--- src/hw/rtl/ebtc_pkg.sv ---
// shared types, constants and a helper function for the ext2 block type classifier
package ebtc_pkg;

  // field widths
  localparam int unsigned ADDR_W   = 64;
  localparam int unsigned BLK_W    = 32;
  localparam int unsigned BPG_W    = 20;
  localparam int unsigned META_W   = 16;
  localparam int unsigned GCNT_W   = 25;
  localparam int unsigned SHIFT_W  = 5;
  localparam int unsigned GRP_W    = 24;
  localparam int unsigned OFF_W    = 19;
  localparam int unsigned KIND_W   = 3;
  localparam int unsigned CFG_IDX_W  = 3;
  localparam int unsigned CFG_DATA_W = 25;

  // register reset values and clamps
  localparam logic [BPG_W-1:0]   BPG_MAX    = 20'd524288;
  localparam logic [GCNT_W-1:0]  GCNT_MAX   = 25'd16777216;
  localparam logic               FDB_RST    = 1'b1;
  localparam logic [BPG_W-1:0]   BPG_RST    = 20'd8192;
  localparam logic [META_W-1:0]  BMS_RST    = 16'd3;
  localparam logic [META_W-1:0]  ITB_RST    = 16'd256;
  localparam logic [GCNT_W-1:0]  GCNT_RST   = 25'd1;
  localparam logic [SHIFT_W-1:0] SHIFT_RST  = 5'd10;

  // configuration register indexes
  localparam logic [CFG_IDX_W-1:0] REG_FIRST_DATA_BLOCK   = 3'd0;
  localparam logic [CFG_IDX_W-1:0] REG_BLOCKS_PER_GROUP   = 3'd1;
  localparam logic [CFG_IDX_W-1:0] REG_BACKUP_META_START  = 3'd2;
  localparam logic [CFG_IDX_W-1:0] REG_INODE_TABLE_BLOCKS = 3'd3;
  localparam logic [CFG_IDX_W-1:0] REG_GROUP_COUNT        = 3'd4;
  localparam logic [CFG_IDX_W-1:0] REG_BLOCK_SHIFT        = 3'd5;

  // operation codes
  localparam logic OP_BYTE_OFFSET  = 1'b0;
  localparam logic OP_BLOCK_NUMBER = 1'b1;

  // block kinds
  typedef enum logic [KIND_W-1:0] {
    KIND_BOOT    = 3'd0,
    KIND_SUPER   = 3'd1,
    KIND_DESC    = 3'd2,
    KIND_BBITMAP = 3'd3,
    KIND_IBITMAP = 3'd4,
    KIND_ITABLE  = 3'd5,
    KIND_DATA    = 3'd6
  } kind_t;

  // sequencer states
  typedef enum logic [2:0] {
    ST_IDLE,
    ST_START,
    ST_DIV,
    ST_CLASS,
    ST_OUT
  } state_t;

  // powers of 3, 5 and 7 below 2^24 (sparse superblock backup groups)
  localparam int unsigned POW_N = 33;
  localparam logic [GRP_W-1:0] POW_TAB [POW_N] = '{
    24'd3, 24'd9, 24'd27, 24'd81, 24'd243, 24'd729, 24'd2187, 24'd6561,
    24'd19683, 24'd59049, 24'd177147, 24'd531441, 24'd1594323, 24'd4782969,
    24'd14348907,
    24'd5, 24'd25, 24'd125, 24'd625, 24'd3125, 24'd15625, 24'd78125,
    24'd390625, 24'd1953125, 24'd9765625,
    24'd7, 24'd49, 24'd343, 24'd2401, 24'd16807, 24'd117649, 24'd823543,
    24'd5764801
  };

  // group carries a superblock backup: 0, 1 or a power of 3, 5 or 7
  function automatic logic is_sparse(input logic [GRP_W-1:0] g);
    logic hit;
    hit = (g == 24'd0) || (g == 24'd1);
    for (int i = 0; i < POW_N; i++) begin
      hit = hit | (g == POW_TAB[i]);
    end
    return hit;
  endfunction

endpackage

--- src/hw/rtl/ebtc_in_if.sv ---
// input channel: addressing mode and disk address
interface ebtc_in_if;
  logic                            valid;
  logic                            ready;
  logic                            operation;
  logic [ebtc_pkg::ADDR_W-1:0]     disk_address;

  modport source (output valid, output operation, output disk_address, input ready);
  modport sink   (input valid, input operation, input disk_address, output ready);
endinterface

--- src/hw/rtl/ebtc_out_if.sv ---
// result channel: block classification
interface ebtc_out_if;
  logic                            valid;
  logic                            ready;
  logic [ebtc_pkg::KIND_W-1:0]     block_kind;
  logic                            invalid;
  logic [ebtc_pkg::BLK_W-1:0]      block_number;
  logic [ebtc_pkg::GRP_W-1:0]      group_index;
  logic [ebtc_pkg::OFF_W-1:0]      offset_in_group;
  logic                            is_backup;

  modport source (output valid, output block_kind, output invalid, output block_number,
                  output group_index, output offset_in_group, output is_backup,
                  input ready);
  modport sink   (input valid, input block_kind, input invalid, input block_number,
                  input group_index, input offset_in_group, input is_backup,
                  output ready);
endinterface

--- src/hw/rtl/ebtc_div.sv ---
// radix-2 restoring divider, one quotient bit per cycle
module ebtc_div (
  input  logic                          clk,
  input  logic                          rst_n,
  input  logic                          start,
  input  logic [ebtc_pkg::BLK_W-1:0]    dividend,
  input  logic [ebtc_pkg::BPG_W-1:0]    divisor,
  output logic                          done,
  output logic [ebtc_pkg::BLK_W-1:0]    quotient,
  output logic [ebtc_pkg::BPG_W-1:0]    remainder
);

  logic [ebtc_pkg::BLK_W-1:0] dvd_r, dvd_nxt;
  logic [ebtc_pkg::BPG_W-1:0] rem_r, rem_nxt;
  logic [ebtc_pkg::BPG_W-1:0] dvsr_r;
  logic [4:0]                 cnt_r;
  logic                       busy_r;
  logic                       done_r;
  logic [ebtc_pkg::BPG_W:0]   rem_sh;
  logic [ebtc_pkg::BPG_W+1:0] diff;
  logic                       fits;

  // shared subtract and compare step
  always_comb begin
    rem_sh  = {rem_r, dvd_r[ebtc_pkg::BLK_W-1]};
    diff    = {1'b0, rem_sh} - {2'b00, dvsr_r};
    fits    = ~diff[ebtc_pkg::BPG_W+1];
    rem_nxt = fits ? diff[ebtc_pkg::BPG_W-1:0] : rem_sh[ebtc_pkg::BPG_W-1:0];
    dvd_nxt = {dvd_r[ebtc_pkg::BLK_W-2:0], fits};
  end

  // control: count 32 steps after start
  always_ff @(posedge clk) begin
    if (!rst_n) begin
      busy_r <= 1'b0;
      done_r <= 1'b0;
      cnt_r  <= '0;
    end else begin
      done_r <= 1'b0;
      if (start) begin
        busy_r <= 1'b1;
        cnt_r  <= 5'd31;
      end else if (busy_r) begin
        cnt_r <= cnt_r - 5'd1;
        if (cnt_r == 5'd0) begin
          busy_r <= 1'b0;
          done_r <= 1'b1;
        end
      end
    end
  end

  // datapath: partial remainder and dividend/quotient shift register
  always_ff @(posedge clk) begin
    if (start) begin
      dvd_r  <= dividend;
      rem_r  <= '0;
      dvsr_r <= divisor;
    end else if (busy_r) begin
      dvd_r <= dvd_nxt;
      rem_r <= rem_nxt;
    end
  end

  assign done      = done_r;
  assign quotient  = dvd_r;
  assign remainder = rem_r;

endmodule

--- src/hw/rtl/ext2_block_type_classifier.sv ---
// top level of the ext2 block type classifier
//
// in_chan carries one transaction per address: operation 0 treats disk_address
// as a byte offset and shifts it right by block_shift, operation 1 takes it as
// a block number. out_chan returns exactly one classification per input: block
// kind, invalid flag, block number, group index, offset in group and backup flag.
// Registers are written through cfg_we / cfg_index / cfg_wdata; the user must
// write them only while idle, which the block itself does not enforce. Writes
// to an index above 5 are ignored. One address is handled at a time: after the
// input transaction the sequencer starts the divider, the bit-serial divider
// computes group and offset, and after its completion a classify step loads
// the result into the output register. in_chan.ready is high only while idle,
// so a new transaction is taken only after the previous result has been taken.
// A stalled receiver holds the result in the output register and the block
// takes no new input until the result is taken.
// Synchronous reset loads the register defaults and returns to idle.
module ext2_block_type_classifier (
  input  logic                               clk,
  input  logic                               rst_n,
  input  logic                               cfg_we,
  input  logic [ebtc_pkg::CFG_IDX_W-1:0]     cfg_index,
  input  logic [ebtc_pkg::CFG_DATA_W-1:0]    cfg_wdata,
  ebtc_in_if.sink                            in_chan,
  ebtc_out_if.source                         out_chan
);

  ebtc_pkg::state_t state_r, state_nxt;

  // configuration registers
  logic                             fdb_r;
  logic [ebtc_pkg::BPG_W-1:0]       bpg_r;
  logic [ebtc_pkg::META_W-1:0]      bms_r;
  logic [ebtc_pkg::META_W-1:0]      itb_r;
  logic [ebtc_pkg::GCNT_W-1:0]      gcnt_r;
  logic [ebtc_pkg::SHIFT_W-1:0]     shift_r;

  // working registers
  logic [ebtc_pkg::BLK_W-1:0]       blk_r;
  logic [ebtc_pkg::KIND_W-1:0]      kind_r;
  logic                             inval_r;
  logic [ebtc_pkg::GRP_W-1:0]       grp_r;
  logic [ebtc_pkg::OFF_W-1:0]       off_r;
  logic                             backup_r;

  logic                             in_ready;
  logic                             out_valid;
  logic                             div_start;
  logic                             div_done;
  logic [ebtc_pkg::BLK_W-1:0]       div_q;
  logic [ebtc_pkg::BPG_W-1:0]       div_r;
  logic [ebtc_pkg::ADDR_W-1:0]      addr_sh;
  logic [ebtc_pkg::BLK_W-1:0]       blk_in;
  logic [ebtc_pkg::BLK_W-1:0]       rel;
  logic [ebtc_pkg::BPG_W-1:0]       bpg_eff;
  logic [ebtc_pkg::GCNT_W-1:0]      gcnt_eff;
  logic                             in_acc;
  logic                             out_acc;

  // classification results
  logic [ebtc_pkg::KIND_W-1:0]      kind_c;
  logic                             inval_c;
  logic [ebtc_pkg::GRP_W-1:0]       grp_c;
  logic [ebtc_pkg::OFF_W-1:0]       off_c;
  logic                             backup_c;

  assign in_acc  = in_chan.valid && in_ready;
  assign out_acc = out_valid && out_chan.ready;

  // configuration writes
  always_ff @(posedge clk) begin
    if (!rst_n) begin
      fdb_r   <= ebtc_pkg::FDB_RST;
      bpg_r   <= ebtc_pkg::BPG_RST;
      bms_r   <= ebtc_pkg::BMS_RST;
      itb_r   <= ebtc_pkg::ITB_RST;
      gcnt_r  <= ebtc_pkg::GCNT_RST;
      shift_r <= ebtc_pkg::SHIFT_RST;
    end else if (cfg_we) begin
      case (cfg_index)
        ebtc_pkg::REG_FIRST_DATA_BLOCK:   fdb_r   <= cfg_wdata[0];
        ebtc_pkg::REG_BLOCKS_PER_GROUP:   bpg_r   <= cfg_wdata[ebtc_pkg::BPG_W-1:0];
        ebtc_pkg::REG_BACKUP_META_START:  bms_r   <= cfg_wdata[ebtc_pkg::META_W-1:0];
        ebtc_pkg::REG_INODE_TABLE_BLOCKS: itb_r   <= cfg_wdata[ebtc_pkg::META_W-1:0];
        ebtc_pkg::REG_GROUP_COUNT:        gcnt_r  <= cfg_wdata[ebtc_pkg::GCNT_W-1:0];
        ebtc_pkg::REG_BLOCK_SHIFT:        shift_r <= cfg_wdata[ebtc_pkg::SHIFT_W-1:0];
        default: ;
      endcase
    end
  end

  // clamped group size and group count
  always_comb begin
    if (bpg_r == '0) begin
      bpg_eff = ebtc_pkg::BPG_W'(1);
    end else if (bpg_r > ebtc_pkg::BPG_MAX) begin
      bpg_eff = ebtc_pkg::BPG_MAX;
    end else begin
      bpg_eff = bpg_r;
    end
    gcnt_eff = (gcnt_r > ebtc_pkg::GCNT_MAX) ? ebtc_pkg::GCNT_MAX : gcnt_r;
  end

  // byte offset to block number
  always_comb begin
    addr_sh = in_chan.disk_address >> shift_r;
    if (in_chan.operation == ebtc_pkg::OP_BLOCK_NUMBER) begin
      blk_in = in_chan.disk_address[ebtc_pkg::BLK_W-1:0];
    end else begin
      blk_in = addr_sh[ebtc_pkg::BLK_W-1:0];
    end
  end

  always_ff @(posedge clk) begin
    if (in_acc) begin
      blk_r <= blk_in;
    end
  end

  // block number relative to group zero
  assign rel = blk_r - {{(ebtc_pkg::BLK_W-1){1'b0}}, fdb_r};

  ebtc_div u_div (
    .clk       (clk),
    .rst_n     (rst_n),
    .start     (div_start),
    .dividend  (rel),
    .divisor   (bpg_eff),
    .done      (div_done),
    .quotient  (div_q),
    .remainder (div_r)
  );

  // classify the offset against the group layout
  always_comb begin
    logic                           is_boot;
    logic                           in_range;
    logic                           sparse;
    logic [ebtc_pkg::OFF_W-1:0]     off;
    logic [ebtc_pkg::OFF_W-1:0]     rem;
    logic [ebtc_pkg::OFF_W-1:0]     itb_lim;
    is_boot  = fdb_r && (blk_r == '0);
    in_range = div_q < {{(ebtc_pkg::BLK_W-ebtc_pkg::GCNT_W){1'b0}}, gcnt_eff};
    sparse   = ebtc_pkg::is_sparse(div_q[ebtc_pkg::GRP_W-1:0]);
    off      = div_r[ebtc_pkg::OFF_W-1:0];
    itb_lim  = {3'b000, itb_r} + ebtc_pkg::OFF_W'(2);
    rem      = off;
    kind_c   = ebtc_pkg::KIND_BOOT;
    inval_c  = 1'b0;
    backup_c = 1'b0;
    grp_c    = div_q[ebtc_pkg::GRP_W-1:0];
    off_c    = off;
    if (is_boot) begin
      grp_c = '0;
      off_c = '0;
    end else if (!in_range) begin
      inval_c = 1'b1;
      if (div_q[ebtc_pkg::BLK_W-1:ebtc_pkg::GRP_W] != '0) begin
        grp_c = '1;
      end
    end else begin
      backup_c = sparse;
      if (sparse && (off == '0)) begin
        kind_c = ebtc_pkg::KIND_SUPER;
      end else if (sparse && (off < {3'b000, bms_r})) begin
        kind_c = ebtc_pkg::KIND_DESC;
      end else begin
        if (sparse) begin
          rem = off - {3'b000, bms_r};
        end
        if (rem == '0) begin
          kind_c = ebtc_pkg::KIND_BBITMAP;
        end else if (rem == ebtc_pkg::OFF_W'(1)) begin
          kind_c = ebtc_pkg::KIND_IBITMAP;
        end else if (rem < itb_lim) begin
          kind_c = ebtc_pkg::KIND_ITABLE;
        end else if ({1'b0, rem} < bpg_eff) begin
          kind_c = ebtc_pkg::KIND_DATA;
        end else begin
          inval_c = 1'b1;
        end
      end
    end
  end

  // output register
  always_ff @(posedge clk) begin
    if (state_r == ebtc_pkg::ST_CLASS) begin
      kind_r   <= kind_c;
      inval_r  <= inval_c;
      grp_r    <= grp_c;
      off_r    <= off_c;
      backup_r <= backup_c;
    end
  end

  // sequencer state register
  always_ff @(posedge clk) begin
    if (!rst_n) begin
      state_r <= ebtc_pkg::ST_IDLE;
    end else begin
      state_r <= state_nxt;
    end
  end

  // next state
  always_comb begin
    state_nxt = state_r;
    case (state_r)
      ebtc_pkg::ST_IDLE:  if (in_acc) state_nxt = ebtc_pkg::ST_START;
      ebtc_pkg::ST_START: state_nxt = ebtc_pkg::ST_DIV;
      ebtc_pkg::ST_DIV:   if (div_done) state_nxt = ebtc_pkg::ST_CLASS;
      ebtc_pkg::ST_CLASS: state_nxt = ebtc_pkg::ST_OUT;
      ebtc_pkg::ST_OUT:   if (out_acc) state_nxt = ebtc_pkg::ST_IDLE;
      default:            state_nxt = ebtc_pkg::ST_IDLE;
    endcase
  end

  // state outputs
  always_comb begin
    in_ready  = 1'b0;
    out_valid = 1'b0;
    div_start = 1'b0;
    case (state_r)
      ebtc_pkg::ST_IDLE:  in_ready  = 1'b1;
      ebtc_pkg::ST_START: div_start = 1'b1;
      ebtc_pkg::ST_OUT:   out_valid = 1'b1;
      default: ;
    endcase
  end

  assign in_chan.ready            = in_ready;
  assign out_chan.valid           = out_valid;
  assign out_chan.block_kind      = kind_r;
  assign out_chan.invalid         = inval_r;
  assign out_chan.block_number    = blk_r;
  assign out_chan.group_index     = grp_r;
  assign out_chan.offset_in_group = off_r;
  assign out_chan.is_backup       = backup_r;

endmodule
--- src/flat_wrapper.sv ---
// flat-port wrapper written by rule: the top's interface ports become plain ports
module ext2_block_type_classifier_flat 
  (clk, rst_n, cfg_we, cfg_index, cfg_wdata, in_chan_valid, in_chan_operation, in_chan_disk_address, in_chan_ready, out_chan_valid, out_chan_block_kind, out_chan_invalid, out_chan_block_number, out_chan_group_index, out_chan_offset_in_group, out_chan_is_backup, out_chan_ready);
  ebtc_in_if in_chan_i ();
  ebtc_out_if out_chan_i ();
  input  logic clk;
  input  logic rst_n;
  input  logic cfg_we;
  input  logic [ebtc_pkg::CFG_IDX_W-1:0] cfg_index;
  input  logic [ebtc_pkg::CFG_DATA_W-1:0] cfg_wdata;
  input wire logic [$bits(in_chan_i.valid)-1:0] in_chan_valid;
  input wire logic [$bits(in_chan_i.operation)-1:0] in_chan_operation;
  input wire logic [$bits(in_chan_i.disk_address)-1:0] in_chan_disk_address;
  output wire logic [$bits(in_chan_i.ready)-1:0] in_chan_ready;
  output wire logic [$bits(out_chan_i.valid)-1:0] out_chan_valid;
  output wire logic [$bits(out_chan_i.block_kind)-1:0] out_chan_block_kind;
  output wire logic [$bits(out_chan_i.invalid)-1:0] out_chan_invalid;
  output wire logic [$bits(out_chan_i.block_number)-1:0] out_chan_block_number;
  output wire logic [$bits(out_chan_i.group_index)-1:0] out_chan_group_index;
  output wire logic [$bits(out_chan_i.offset_in_group)-1:0] out_chan_offset_in_group;
  output wire logic [$bits(out_chan_i.is_backup)-1:0] out_chan_is_backup;
  input wire logic [$bits(out_chan_i.ready)-1:0] out_chan_ready;
  assign in_chan_i.valid = in_chan_valid;
  assign in_chan_i.operation = in_chan_operation;
  assign in_chan_i.disk_address = in_chan_disk_address;
  assign in_chan_ready = in_chan_i.ready;
  assign out_chan_valid = out_chan_i.valid;
  assign out_chan_block_kind = out_chan_i.block_kind;
  assign out_chan_invalid = out_chan_i.invalid;
  assign out_chan_block_number = out_chan_i.block_number;
  assign out_chan_group_index = out_chan_i.group_index;
  assign out_chan_offset_in_group = out_chan_i.offset_in_group;
  assign out_chan_is_backup = out_chan_i.is_backup;
  assign out_chan_i.ready = out_chan_ready;
  ext2_block_type_classifier u_core (.clk(clk), .rst_n(rst_n), .cfg_we(cfg_we), .cfg_index(cfg_index), .cfg_wdata(cfg_wdata), .in_chan(in_chan_i), .out_chan(out_chan_i));
endmodule
--- config.mk ---
export PLATFORM = sky130hd
export DESIGN_NAME = ext2_block_type_classifier_flat
export DESIGN_NICKNAME = d
export VERILOG_FILES = /design/src/hw/rtl/ebtc_pkg.sv /design/src/hw/rtl/ebtc_in_if.sv /design/src/hw/rtl/ebtc_out_if.sv /design/src/hw/rtl/ebtc_div.sv /design/src/hw/rtl/ext2_block_type_classifier.sv /design/src/flat_wrapper.sv
export SDC_FILE = /design/constraint.sdc
export NUM_CORES = 1
export LEC_CHECK = 0
export CELL_PAD_IN_SITES_DETAIL_PLACEMENT = 0
export CELL_PAD_IN_SITES_GLOBAL_PLACEMENT = 1
export CORE_MARGIN = 2
export CORE_UTILIZATION = 54
export CTS_CLUSTER_SIZE = 25
export DETAILED_ROUTE_END_ITERATION = 12
export DONT_BUFFER_PORTS = 1
export GPL_TIMING_DRIVEN = 1
export HOLD_SLACK_MARGIN = 0.02
export PLACE_DENSITY = 0.95
export SETUP_SLACK_MARGIN = 0.1
export SKIP_CTS_REPAIR_TIMING = 1
export SLEW_MARGIN = 20
export SYNTH_ARGS = -nofsm -noshare
export SYNTH_HDL_FRONTEND = slang
export SYNTH_HIERARCHICAL = 1
export SYNTH_SLANG_ARGS = --single-unit
--- constraint.sdc ---
create_clock -name clk -period 10.4 [get_ports clk]
set_input_delay 0.52 -clock clk [delete_from_list [all_inputs] [get_ports clk]]
set_output_delay 0.52 -clock clk [all_outputs]
set_load 0.005 [all_outputs]
==> run summary, run 1 <==
area fraction of the dominant cell type after synthesis = 21.3%
number of synthesized register bits = 245
RSZ-0062 raised after global routing = false
worst vdd rail ir drop = 120 µV
largest area contributor in the netlist = sky130_fd_sc_hd__edfxtp_1
launching element type of the critical path = register
Clk pwr share = 27.3%
Cell Pwr Density = 181 mW/mm²
antenna violations before repair = 0
via total after detailed routing = 15996
placed instance count = 2491
wire length of the first global-routing pass = 82600 µm
Int Pwr = 2.23 mW
Final Cycle Share = 58.1%
final setup TNS = 0 ns
total power = 3.55 mW
critical path class = reg -> reg
share of total power in sequential cells = 35.9%
Max-slew headroom = 27.2%
final-report setup violation count = 0
placeable core region = 0.0337 mm²
clock slew at reported path FFs = 0.06 ns
critical-path maximum fanout = 5
total number of yosys warnings = 6
post-layout min period = 6.05 ns
die span in x = 190 µm
post-synthesis instance area = 0.0186 mm²
gate count after technology mapping = 2155
run status = finished clean
final wirelength = 52800 µm
DIE AREA = 0.0359 mm²
number of port buffers = 0
Clock Skews = 0.0103 ns
DRC errors left = 0
number of buffers on the longest clock path = 3
count of distinct cell types in the synthesized netlist = 105
final hold slack = 0.0756 ns
Initial DRT Pass Iterations = 5
GRT Residual Overflow = 0
combinational cell fraction of total power = 36.8%
max-slew violations = 0
vias in the first global route = 14986
Starting Density = 55.2%
critical path capture point type = register
most common cell after layout, fill and taps aside = sky130_fd_sc_hd__nand2_1
maximum number of pins on one net before global-route repair = 87
mean routed wirelength per cell = 20.8 µm
synthesized net count = 2354
number of flops mapped to enable cells by yosys = 132
Net count, final = 2271
clock latency at the later pin of the worst-skew pair = 0.56 ns
leakage power figure = 7.56 nW
path type of the worst min-delay path = in -> reg
syn_area_per_cell = 8.63 µm²
clock tree from TritonCTS = yes
Post-Place Worst Slack = 4.61 ns
cell types occupying the most area after synthesis = sky130_fd_sc_hd__edfxtp_1 (21%), sky130_fd_sc_hd__dfxtp_1 (12%), sky130_fd_sc_hd__nand2_1 (7.7%)
area after detailed placement = 0.0187 mm²
CTS Root Cell = sky130_fd_sc_hd__clkbuf_16
most common flop cell mapped by yosys = sky130_fd_sc_hd__edfxtp_1
Setup WS post-layout = 4.35 ns
fraction of synthesis flops using an asynchronous set or reset pin = 0%
NetSw = 1.32 mW
number of nets with antenna violations after detailed routing = 0
final design utilization = 58.2%
highest-count cells in the layout ignoring fill and taps = sky130_fd_sc_hd__nand2_1 (383), sky130_fd_sc_hd__nor2_1 (194), sky130_fd_sc_hd__edfxtp_1 (132)
timing-limited maximum frequency = 165 MHz
final hold viol count = 0
Worst-Margin Slew = 1.09 ns
post-route standard cell area excluding fillers = 0.0196 mm²
deepest level of the CTS H-tree = 1
DP Wirelength = 38900 µm
required time of the critical path = 10.82 ns
drt initial violations = 1804
height of the chip = 190 µm
weighted congestion reported at the end of routability-driven placement = 0.955
fraction of the yosys area taken by sequential cells = 33.5%
Sw Share = 37.1%
Max Cap Violations = 0
data arrival time of the critical path = 6.47 ns
number of buffers created by CTS = 27
Clock Sinks = 245
fin cells = 2541
fraction of layout instances using a drive strength above 1 = 10.2%
antenna diode count = 0
All-Layer GR Usage = 28.7%
post-DR vias/cell = 6.30
Std-Cell Rows = 67
Layout Area Growth over Synthesis = 5.47%
Boundary Pins = 180
[cells in the mapped netlist (8+ instances only)]
| cell type | n |
|---|---|
| sky130_fd_sc_hd__a21oi_1 | 94 |
| sky130_fd_sc_hd__xor2_1 | 41 |
| sky130_fd_sc_hd__nor2b_1 | 26 |
| sky130_fd_sc_hd__and3_1 | 13 |
| sky130_fd_sc_hd__mux2_2 | 78 |
| sky130_fd_sc_hd__nor2_1 | 195 |
| sky130_fd_sc_hd__inv_1 | 98 |
| sky130_fd_sc_hd__and2_1 | 25 |
| sky130_fd_sc_hd__o21ai_1 | 8 |
| sky130_fd_sc_hd__xnor2_1 | 34 |
| sky130_fd_sc_hd__nand2b_1 | 27 |
| sky130_fd_sc_hd__mux2i_1 | 60 |
| sky130_fd_sc_hd__o211ai_1 | 20 |
| sky130_fd_sc_hd__or3_1 | 13 |
| sky130_fd_sc_hd__a21o_1 | 34 |
| sky130_fd_sc_hd__buf_2 | 9 |
| sky130_fd_sc_hd__edfxtp_1 | 132 |
| sky130_fd_sc_hd__nand3_1 | 41 |
| sky130_fd_sc_hd__dfxtp_1 | 113 |
| sky130_fd_sc_hd__o21a_1 | 14 |
| sky130_fd_sc_hd__a211oi_1 | 22 |
| sky130_fd_sc_hd__nand4b_1 | 9 |
| sky130_fd_sc_hd__nor3_1 | 44 |
| sky130_fd_sc_hd__buf_1 | 19 |
| sky130_fd_sc_hd__a21boi_0 | 73 |
| sky130_fd_sc_hd__ha_1 | 99 |
| sky130_fd_sc_hd__nor4_1 | 28 |
| sky130_fd_sc_hd__a31oi_1 | 15 |
| sky130_fd_sc_hd__nand4_1 | 28 |
| sky130_fd_sc_hd__clkbuf_1 | 84 |
| sky130_fd_sc_hd__o21ai_0 | 76 |
| sky130_fd_sc_hd__mux4_2 | 31 |
| sky130_fd_sc_hd__nand2_1 | 383 |
| sky130_fd_sc_hd__and4b_1 | 8 |
[flip-flops by register name, summed over array words and instances, names as in the netlist, 16 cells and up]
signal                           cells
u_core/gcnt_r                       25
u_core/out_chan.group_index         24
u_core/u_div/remainder              20
u_core/out_chan.offset_in_group     19
u_core/u_div/quotient               32
u_core/itb_r                        16
u_core/u_div/dvsr_r                 20
u_core/out_chan.block_number        32
u_core/bms_r                        16
u_core/bpg_r                        20
[power by group through the flow]
stage	Clock, mW	Combinational, mW	Sequential, mW
floorplan	0	1.04	1.20
global route	1.02	1.44	1.28
detailed placement	0	1.27	1.29
finish	0.969	1.30	1.27
CTS	0.984	1.28	1.27
global placement	0	1.24	1.28
[cell families (layout without fill, tap and decap cells)]
logic type	Yosys count	after routing	share of synthesized area [%]
AOI/OAI and AO/OA	435	435	15.9
xor gates and xnor gates	75	75	3.53
adders and majority gates	101	101	6.88
buffers and inverters	225	163	4.99
DFF	245	245	33.5
muxes	170	170	11.8
and+or+nand+nor	904	904	23.4
[routing by layer]
metal  track usage, %  vias to the layer above  share of wire (%)
li1                 -                     7592                  -
met1             41.0                     7545                 44
met2             44.6                      752                 44
met3             5.17                      107                9.7
met4             8.44                        0                2.7
met5                0                        -                  0
[worst max-delay path: stages (launching register included)]
cell	delay [ns]
sky130_fd_sc_hd__dfxtp_1	0.34
sky130_fd_sc_hd__inv_1	0.25
sky130_fd_sc_hd__ha_1	0.26
sky130_fd_sc_hd__inv_1	0.06
sky130_fd_sc_hd__fa_1	0.41
sky130_fd_sc_hd__a211oi_2	0.36
sky130_fd_sc_hd__o21ai_1	0.21
sky130_fd_sc_hd__a311oi_1	0.41
sky130_fd_sc_hd__nor3b_1	0.09
sky130_fd_sc_hd__o21ai_0	0.39
sky130_fd_sc_hd__and2_1	0.25
sky130_fd_sc_hd__nand2_1	0.08
sky130_fd_sc_hd__xnor2_1	0.38
sky130_fd_sc_hd__ha_1	0.32
sky130_fd_sc_hd__nand2_1	0.10
sky130_fd_sc_hd__nor2_1	0.06
sky130_fd_sc_hd__and3_1	0.19
sky130_fd_sc_hd__o21a_1	0.10
sky130_fd_sc_hd__a21oi_1	0.34
sky130_fd_sc_hd__a21boi_0	0.50
sky130_fd_sc_hd__o21ai_0	0.21
sky130_fd_sc_hd__or4_1	0.48
sky130_fd_sc_hd__nand3_1	0.10
[worst paths after layout]
path / to / slack [ns] / cells after the start / from
setup / recovery: u_core/out_chan.block_kind[0] / 4.35 / 22 / u_core/u_div/remainder[0]
hold / removal: u_core/bpg_r[13] / 0.08 / 1 / rst_n
setup reg to reg: u_core/out_chan.block_kind[0] / 4.35 / 22 / u_core/u_div/remainder[0]
hold reg to reg: u_core/bms_r[13] / 0.46 / 2 / u_core/bms_r[13]
[area by class of cell]
cell class	count	area, µm²
Timing Repair Buffer	13	97.6
Clock buffer	30	697
Clock inverter	20	195
Sequential cell	245	6230
Tap cell	448	561
Inverter	100	375
Fill cell	2981	14100
Multi-Input combinational cell	1685	11400
(Power assumes the default switching activity.)
==> run 2, diff against run 1 <==
--- a/config.mk
+++ b/config.mk
@@ -5,16 +5,17 @@
 export SDC_FILE = /design/constraint.sdc
 export NUM_CORES = 1
 export LEC_CHECK = 0
+export ABC_AREA = 1
 export CELL_PAD_IN_SITES_DETAIL_PLACEMENT = 0
 export CELL_PAD_IN_SITES_GLOBAL_PLACEMENT = 1
 export CORE_MARGIN = 2
-export CORE_UTILIZATION = 54
+export CORE_UTILIZATION = 47
 export CTS_CLUSTER_SIZE = 25
 export DETAILED_ROUTE_END_ITERATION = 12
 export DONT_BUFFER_PORTS = 1
 export GPL_TIMING_DRIVEN = 1
 export HOLD_SLACK_MARGIN = 0.02
-export PLACE_DENSITY = 0.95
+export PLACE_DENSITY = 0.92
 export SETUP_SLACK_MARGIN = 0.1
 export SKIP_CTS_REPAIR_TIMING = 1
 export SLEW_MARGIN = 20
==> constraint.sdc (replaced) <==
create_clock -name clk -period 5.9 [get_ports clk]
set_input_delay 0.295 -clock clk [delete_from_list [all_inputs] [get_ports clk]]
set_output_delay 0.295 -clock clk [all_outputs]
set_load 0.005 [all_outputs]
==> run summary, run 2 <==
number of flops mapped to enable cells by yosys = 132 (unchanged)
synthesized net count = 3006 (+28%)
All-Layer GR Usage = 31.0% (+2.3 points)
largest area contributor in the netlist = sky130_fd_sc_hd__edfxtp_1
clock tree from TritonCTS = yes
final hold slack = -0.0204 ns (-0.0960 ns)
Clock Skews = 0.0326 ns (+0.0222 ns)
Net count, final = 2984 (+31%)
height of the chip = 204 µm (+7.9%)
run status = complete, but fails checks
critical path class = reg -> reg
Initial DRT Pass Iterations = 6 (+1)
Layout Area Growth over Synthesis = 8.71%
syn_area_per_cell = 6.73 µm² (-22%)
data arrival time of the critical path = 4.69 ns (-1.78 ns)
DIE AREA = 0.0418 mm² (+16%)
final setup TNS = 0 ns (unchanged)
filler cell count = 4045 (+36%)
antenna violations before repair = 6 (+6)
Cell Pwr Density = 248 mW/mm² (+37%)
DP Wirelength = 51800 µm (+33%)
violations in the final reports = hold timing
die span in x = 204 µm (+7.9%)
worst vdd rail ir drop = 249 µV (+110%)
most common cell after layout, fill and taps aside = sky130_fd_sc_hd__nand2_1
footprint of the flip-flops and latches = 0.00623 mm² (about the same)
fraction of the yosys area taken by sequential cells = 33.0% (-0.53 points)
clock latency at the later pin of the worst-skew pair = 0.56 ns (about the same)
drt initial violations = 1585 (-12%)
deepest level of the CTS H-tree = 1 (unchanged)
wire length of the first global-routing pass = 99500 µm (+21%)
total area of multi-input combinational cells = 0.0108 mm² (-5.7%)
RSZ-0062 raised after global routing = false
Max-slew headroom = 23.9% (-3.3 points)
Final Cycle Share = 74.9% (+17 points)
maximum number of pins on one net before global-route repair = 89 (+2.3%)
count of distinct cell types in the synthesized netlist = 57 (-46%)
Worst-Margin Slew = 1.14 ns (+0.0484 ns)
GRT Residual Overflow = 0 (unchanged)
critical path capture point type = register
Clock Sinks = 245 (unchanged)
post-synthesis instance area = 0.0189 mm² (+1.6%)
number of port buffers = 0 (unchanged)
cell types occupying the most area after synthesis = sky130_fd_sc_hd__edfxtp_1 (21%), sky130_fd_sc_hd__nand2_1 (15%), sky130_fd_sc_hd__dfxtp_1 (12%)
area after detailed placement = 0.0192 mm² (+2.9%)
mean routed wirelength per cell = 19.8 µm (-4.7%)
launching element type of the critical path = register
fraction of layout instances using a drive strength above 1 = 5.31% (-4.9 points)
max-slew violations = 0 (unchanged)
highest-count cells in the layout ignoring fill and taps = sky130_fd_sc_hd__nand2_1 (765), sky130_fd_sc_hd__inv_1 (349), sky130_fd_sc_hd__nor2_1 (329)
number of buffers created by CTS = 27 (unchanged)
vias in the first global route = 17208 (+15%)
timing-limited maximum frequency = 226 MHz (+37%)
via total after detailed routing = 18418 (+15%)
number of buffers on the longest clock path = 3 (unchanged)
final-report setup violation count = 0 (unchanged)
critical-path maximum fanout = 7 (+2)
final wirelength = 66000 µm (+25%)
most frequent cell after synthesis = sky130_fd_sc_hd__nand2_1
DRC errors left = 0 (unchanged)
most common flop cell mapped by yosys = sky130_fd_sc_hd__edfxtp_1
gate count after technology mapping = 2807 (+30%)
post-route standard cell area excluding fillers = 0.0205 mm² (+4.7%)
total number of yosys warnings = 6 (unchanged)
Starting Density = 47.5% (-7.6 points)
post-DR vias/cell = 5.53 (-12%)
number of nets with antenna violations after detailed routing = 0 (unchanged)
most common library cells after synthesis = sky130_fd_sc_hd__nand2_1 (765), sky130_fd_sc_hd__inv_1 (350), sky130_fd_sc_hd__nor2_1 (333)
Boundary Pins = 180 (unchanged)
path type of the worst min-delay path = in -> reg
clock slew at reported path FFs = 0.06 ns (about the same)
leakage power figure = 9.46 nW (+25%)
number of synthesized register bits = 245 (unchanged)
required time of the critical path = 6.18 ns (-4.64 ns)
post-layout min period = 4.42 ns (-1.63 ns)
fraction of synthesis flops using an asynchronous set or reset pin = 0% (unchanged)
Std-Cell Rows = 73 (+9.0%)
area fraction of the dominant cell type after synthesis = 21.0% (-0.34 points)
placeable core region = 0.0397 mm² (+18%)
final design utilization = 51.7% (-6.5 points)
Max Cap Violations = 0 (unchanged)
weighted congestion reported at the end of routability-driven placement = 0.998 (+4.5%)
CTS Root Cell = sky130_fd_sc_hd__clkbuf_16
total power = 5.09 mW (+44%)
final hold viol count = 2 (+2)
## run 2: cell count changes after synthesis, moves of 45 or more
cell and delta:
sky130_fd_sc_hd__nor2_1 +138, sky130_fd_sc_hd__nand2_1 +382, sky130_fd_sc_hd__nand3_1 +96, sky130_fd_sc_hd__a21oi_1 +45, sky130_fd_sc_hd__mux2_2 -78, sky130_fd_sc_hd__a21boi_0 -72, sky130_fd_sc_hd__o21ai_0 +183, sky130_fd_sc_hd__inv_1 +252
## run 2: stage by stage
step                      worst slack [ns]  cells
after floorplan                       2.63   2807
after global placement                1.61   3245
after detailed placement              1.55   3245
after CTS                             1.54   3294
after global routing                  1.16   3332
final                                 1.48   3333
## run 2: cell type report
type                    instances  share of cell area (%)
multi-input cells            2076                    52.6
flip-flops and latches        245                    30.3
clock inverters                11                   0.652
repair buffers                 54                    2.50
well taps                     525                    3.20
inverters                     381                    6.97
clock buffers                  38                    3.71
diodes                          3                  0.0366
## run 2: report_power, final
group	internal, mW	switching [mW]	leakage (nW)
combinational	0.390	0.836	6.84
clock	1.03	0.703	0.440
sequential	1.96	0.178	2.19
total	3.37	1.72	9.46
## run 2: cell families after synthesis
logic type                 after synthesis  synth area share (%)
buffers and inverters                  486                  10.0
DFF                                    245                  33.0
AOI/OAI and AO/OA                      475                  13.5
muxes                                   58                  3.07
xor gates and xnor gates                55                  2.55
and+or+nand+nor                       1387                  31.1
adders and majority gates              101                  6.77
## run 2: layer usage
| metal | track usage [%] | part of all wire [%] | vias to the layer above |
|---|---|---|---|
| li1 | - | - | 9137 |
| met1 | 39.1 | 42 | 8540 |
| met2 | 52.8 | 47 | 603 |
| met3 | 5.23 | 6.2 | 134 |
| met4 | 11.9 | 4.5 | 4 |
| met5 | 0 | 0.041 | - |
## run 2: path summary, 6_finish.rpt
check / from / to / slack (ns) / cells after the start
min: cfg_wdata[9] / u_core/itb_r[9] / -0.02 / 2
max: u_core/u_div/remainder[2] / u_core/out_chan.invalid / 1.48 / 20
min reg2reg: u_core/bms_r[10] / u_core/bms_r[10] / 0.48 / 2
max reg2reg: u_core/u_div/remainder[2] / u_core/out_chan.invalid / 1.48 / 20
## run 2: worst max-delay path, stage by stage, from the launching register on
cell	delay [ns]
sky130_fd_sc_hd__dfxtp_1	0.51
sky130_fd_sc_hd__ha_1	0.37
sky130_fd_sc_hd__a21oi_1	0.24
sky130_fd_sc_hd__nand2_1	0.14
sky130_fd_sc_hd__a21boi_0	0.42
sky130_fd_sc_hd__o21bai_1	0.18
sky130_fd_sc_hd__xor2_1	0.29
sky130_fd_sc_hd__nand2_1	0.09
sky130_fd_sc_hd__o21ai_1	0.23
sky130_fd_sc_hd__ha_1	0.33
sky130_fd_sc_hd__nand2_1	0.08
sky130_fd_sc_hd__nor2_1	0.04
sky130_fd_sc_hd__a211oi_1	0.21
sky130_fd_sc_hd__o21a_1	0.14
sky130_fd_sc_hd__o21ai_0	0.07
sky130_fd_sc_hd__nand2_1	0.07
sky130_fd_sc_hd__o221ai_1	0.13
sky130_fd_sc_hd__a21oi_1	0.32
sky130_fd_sc_hd__nor2_1	0.09
sky130_fd_sc_hd__nand2_1	0.09
sky130_fd_sc_hd__a21oi_1	0.08
